### src/rtl/fpa_pkg.sv
// Shared types and constants for the Q24.8 fixed-point ALU.
// No dependencies; imported by every module of the block.
`timescale 1ns / 1ps

package fpa_pkg;

    localparam int FRAC_BITS = 8;
    localparam int DATA_W    = 32;
    localparam int DIV_W     = DATA_W + FRAC_BITS;
    localparam int RND_STG   = DIV_W + 1;
    localparam int SAT_STG   = DIV_W + 2;
    localparam int NUM_STG   = DIV_W + 3;

    localparam logic [2*DATA_W-1:0] HALF_LSB = (2*DATA_W)'(1) << (FRAC_BITS - 1);
    localparam logic [2*DATA_W-1:0] POS_MAX  = {{(DATA_W+1){1'b0}}, {(DATA_W-1){1'b1}}};
    localparam logic [2*DATA_W-1:0] NEG_MAG  = {{DATA_W{1'b0}}, 1'b1, {(DATA_W-1){1'b0}}};

    typedef enum logic [2:0] {
        OP_ADD = 3'd0,
        OP_SUB = 3'd1,
        OP_MUL = 3'd2,
        OP_DIV = 3'd3,
        OP_MIN = 3'd4,
        OP_MAX = 3'd5,
        OP_INC = 3'd6,
        OP_DEC = 3'd7
    } t_op;

    // rem and res pair up as a 64-bit magnitude for multiply and after rounding
    typedef struct packed {
        t_op               op;
        logic              lt;
        logic              eq;
        logic              gt;
        logic              neg;
        logic              dz;
        logic              sat;
        logic [DATA_W-1:0] dvs;
        logic [DIV_W-1:0]  num;
        logic [DATA_W-1:0] rem;
        logic [DATA_W-1:0] res;
    } t_stage;

endpackage

### src/rtl/fpa_div_step.sv
// One restoring division step: shifts in one dividend bit and yields one quotient bit.
// Depends on fpa_pkg for the data width.
`timescale 1ns / 1ps

module fpa_div_step (
    input  logic [fpa_pkg::DATA_W-1:0] i_rem,
    input  logic                       i_bit,
    input  logic [fpa_pkg::DATA_W-1:0] i_dvs,
    output logic [fpa_pkg::DATA_W-1:0] o_rem,
    output logic                       o_q
);
    import fpa_pkg::*;

    logic [DATA_W:0] shifted;
    logic [DATA_W:0] diff;

    always_comb begin
        shifted = {i_rem, i_bit};
        diff    = shifted - {1'b0, i_dvs};
        o_q     = (shifted >= {1'b0, i_dvs});
        o_rem   = o_q ? diff[DATA_W-1:0] : shifted[DATA_W-1:0];
    end

endmodule

### config.mk
export PLATFORM = sky130hd
export DESIGN_NAME = fpa_div_step
export DESIGN_NICKNAME = d
export VERILOG_FILES = /design/src/rtl/fpa_pkg.sv /design/src/rtl/fpa_div_step.sv
export SDC_FILE = /design/constraint.sdc
export NUM_CORES = 1
export LEC_CHECK = 0
export BUFFER_PORTS_ARGS = -buffer_cell sky130_fd_sc_hd__buf_2
export CAP_MARGIN = 20
export CORE_UTILIZATION = 51
export DETAILED_ROUTE_END_ITERATION = 6
export PLACE_DENSITY = 0.88
export SLEW_MARGIN = 20
export SYNTH_ARGS = -nofsm -noshare
export SYNTH_HDL_FRONTEND = slang
export SYNTH_SLANG_ARGS = --single-unit
### constraint.sdc
create_clock -name vclk -period 3.85
set_input_delay 0.5775 -clock vclk [all_inputs]
set_output_delay 0.5775 -clock vclk [all_outputs]
set_load 0.02 [all_outputs]
# After elaboration in Yosys (flattened, before gate mapping)
# Cells that the tools add are included.
# word_totals
out_inout_bits	33
inputBits	65
wordCells	3
register_bits	0
# classes
n_addsub	1
magnitude_cmp	1
mux	1
# ops
op	count
33-bit by 32-bit >= comparator with 1-bit output	1
32-bit two-way mux	1
32-bit subtractor	1

# Longest topological paths before layout
# logic_depth
depth_word	2
depth_mapped	14
depth_no_buf	11

# Least setup slack after synthesis
# OpenSTA, ideal clock, no wires.
# synth_timing
path_type	input to output
from	input i_dvs[7] (netlist bit)
to	output o_rem[31] (netlist bit)
stages	10
required_ns	3.273
t_arrival_ns	3.262
path_buffers	0
path_slack_ns	0.010
cell_sequence	inv_1 ha_1 a21oi_2 a211oi_1 or3_4 nor4b_4 and2b_1 a31o_2 and3_1 o41ai_1
# synth_between
elab_chain_cells	2
elab_cells_between_ends	3
classes_between	add/sub (1); order compare (1); mux (1)
# synth_lines
item	line_no	source
from (decl)	fpa_div_step.sv:8	input logic [fpa_pkg::DATA_W-1:0] i_dvs,
32-bit subtractor or 33-bit by 32-bit >= comparator with 1-bit output (tied branches)	fpa_div_step.sv:19, fpa_div_step.sv:20	
32-bit two-way mux *	fpa_div_step.sv:21	o_rem = o_q ? diff[DATA_W-1:0] : shifted[DATA_W-1:0];
to (decl)	fpa_div_step.sv:9	output logic [fpa_pkg::DATA_W-1:0] o_rem,
# Every way passes the cells marked *; elsewhere a longest branch is shown, timed or not.

# Final worst setup path
# layout_timing
from	input i_rem[10] (netlist bit)
to	output o_rem[27] (netlist bit)
# layout_between
elab_chain_cells	2
elab_cells_between_ends	3
classes_between	add/sub (1); order compare (1); mux (1)
# layout_lines
item	line_no	source
from (decl)	fpa_div_step.sv:6	input logic [fpa_pkg::DATA_W-1:0] i_rem,
32-bit subtractor or 33-bit by 32-bit >= comparator with 1-bit output (tied branches)	fpa_div_step.sv:19, fpa_div_step.sv:20	
32-bit two-way mux *	fpa_div_step.sv:21	
# Marked as above.

==> flow_summary.ini <==
[floorplanning]
start_util = 0.532
fp.dieW_um = 69.6
die_area_um2 = 4840
ios = 98
num_rows = 24
core_um2 = 4380
chipHeight_um = 69.6

[routing]
dr.pass1.iters = 4
first_iter_violations = 158
route.vias.total = 2729
final_antenna_net_count = 0
viasPerCell = 5.72
drcViolationCount = 0
totalWireLength_mm = 6.36
wl_per_cell_um = 13.3

[yosys]
synth_xor_area_frac = 0.0977
ys.warnings.count = 0
synth-simple-area-share = 0.194
syn-cell-area_um2 = 2330
synth_seq_area_share = 0
synth_compound_area_frac = 0.262
yosysTopAreaCell = ha_1
synth_top_family_by_area = compound AO/OA/AOI/OAI gates
muxShareOfSynthArea = 0.167
synth_cell_types = 50
synth_area_per_cell_um2 = 7.22
syn-num-nets = 421
yosys-top-cells-area = ha_1, mux2_2, xnor2_1, inv_1, mux2_4
synth_top_area_share = 0.172
yosys.area_share.adder = 0.180
yosys-top-cells-count = inv_1, ha_1, a21oi_1
synth_cells = 323
yosysMostFrequentCell = inv_1

[sta]
finalMaxSlewViolations = 0
tightestPinTransition_ps = 547
setup_violations = 0
whs_ps = 1520
fin_crit_sh = 0.977
fmax_mhz = 266
layout_min_cycle_time_ps = 3760
relSlewSlack = 0.631
hold_viol = 0

[min_path]
hp-start = i_rem[12]
hp-class = input pin to primary output
hold_path_end = o_rem[13]
min_path_cells = 3

[outcome]
status = complete, no violations

[placement]
gp_congestion = 0.889
port_buffers = 98
hpwl_mm = 5.37

[worst_setup_path]
crit_path_max_fanout = 22
cpPeakStageDelay_ps = 360
arrival_ps = 3180
end_kind = primary output
critPathLaunchType = input pin
criticalPathCategory = input pin to primary output
cp_cell_sequence = buf_2 -> ha_1 -> a21oi_1 -> a21oi_1 -> a31o_2 -> nor4b_4 -> o21ai_2 -> a31oi_4 -> o21a_4 -> inv_2 -> buf_12 -> mux2_4 -> buf_2
cp_data_required_time_ps = 3270
slowest_stage = ha_1

[power]
power_density_nw_per_um2 = 224
peakVddDrop_v = 0.000117
power_mw = 0.668
power_leakage_nw = 1.59

[global_route]
first_global_vias = 2449
grt_max_degree = 23
antenna_found_initial = 0
grt_overflow_total = 0
track_usage = 0.245
grt_pass1_wl_mm = 10.4

[run]
max-cap-violations = 0

[finish]
nClkBuffers = 0
seq_area_um2 = 0
seq_cells = 0
n_antenna_cell = 0
layout-area-overhead-vs-synth_pct = 28.0
fill_cells = 405
drive_gt1_frac = 0.384
fin_nets = 525
multiInputGateArea_um2 = 2130

[clock_network]
postCtsHoldBufs = 0
==> worst max-delay path: cells and delay by family <==
kind            cells  cell delay [ps]
compound gates      6             1150
mux                 1              300
fa+ha+maj           1              360
buf+inv             4              480
simple gates        1              330
==> logic make-up (layout without fill, tap and decap cells) <==
| group | count (synthesis) | count (layout) |
|---|---|---|
| muxes | 32 | 32 |
| buffers and inverters | 54 | 156 |
| adders and majority gates | 33 | 33 |
| AOI/OAI and AO/OA | 89 | 89 |
| and+or+nand+nor | 89 | 89 |
| xor gates and xnor gates | 26 | 26 |
==> metal layers <==
layer  vias to the layer above  wire [um]  global-route usage
met5                         -          0                   0
met4                         0         72              0.0227
met3                         8        325              0.0116
met2                       102       3170               0.461
met1                      1251       2790               0.316
li1                       1368          -                   -
==> cells in the final DEF, fill, tap and decap left out, types with 4 or more instances in the layout <==
| cell | instances |
|---|---|
| nor3_1 | 5 |
| nor2_1 | 23 |
| nand2_1 | 24 |
| nand3_1 | 7 |
| a21o_1 | 9 |
| a21oi_1 | 26 |
| o21a_1 | 4 |
| mux2_2 | 20 |
| o21bai_1 | 4 |
| o21ai_0 | 13 |
| xnor2_1 | 18 |
| buf_4 | 17 |
| nand4_1 | 9 |
| buf_2 | 97 |
| a31oi_1 | 5 |
| inv_1 | 40 |
| mux2_4 | 9 |
| ha_1 | 31 |
| nor2b_1 | 5 |
| xor2_1 | 8 |
==> timing repair <==
action	in CTS	in global routing
buffers inserted	0	2
setup endpoints to repair	0	29
resized for setup	0	8
==> layout make-up <==
class	instances	area share
multi-input cells	269	0.714
inverters	41	0.0516
repair buffers	115	0.212
well taps	52	0.0218
==> stage by stage <==
| step | setup TNS (ps) | area [um2] | setup WS, ps | std cells | util |
|---|---|---|---|---|---|
| 2_1_floorplan | 0 | 2330 | 10.0 | 323 | - |
| 3_3_place_gp | 0 | 2940 | 94.0 | 475 | 0.670 |
| 3_5_place_dp | 0 | 2940 | 64.2 | 475 | 0.670 |
| 4_1_cts | 0 | 2940 | 53.2 | 475 | 0.670 |
| 5_1_grt | -32.1 | 2980 | -12.6 | 477 | 0.681 |
| 6_report | 0 | 2980 | 88.8 | 477 | 0.681 |
==> worst max-delay path by stage <==
stage | endpoint | depth (start not counted) | start
after CTS | o_rem[12] | 13 | i_rem[8]
final | o_rem[27] | 13 | i_rem[10]
after floorplan | o_rem[31] | 10 | i_dvs[7]
after detailed placement | o_rem[30] | 13 | i_bit
after global placement | o_rem[31] | 11 | i_rem[6]
after global routing | o_rem[27] | 13 | i_rem[10]
==> power by group <==
group,internal (mW),switching (mW),total [mW]
clock,0,0,0
combinational,0.305,0.363,0.668
sequential,0,0,0
total,0.305,0.363,0.668
Note: power is estimated with default switching activity, not from simulation.
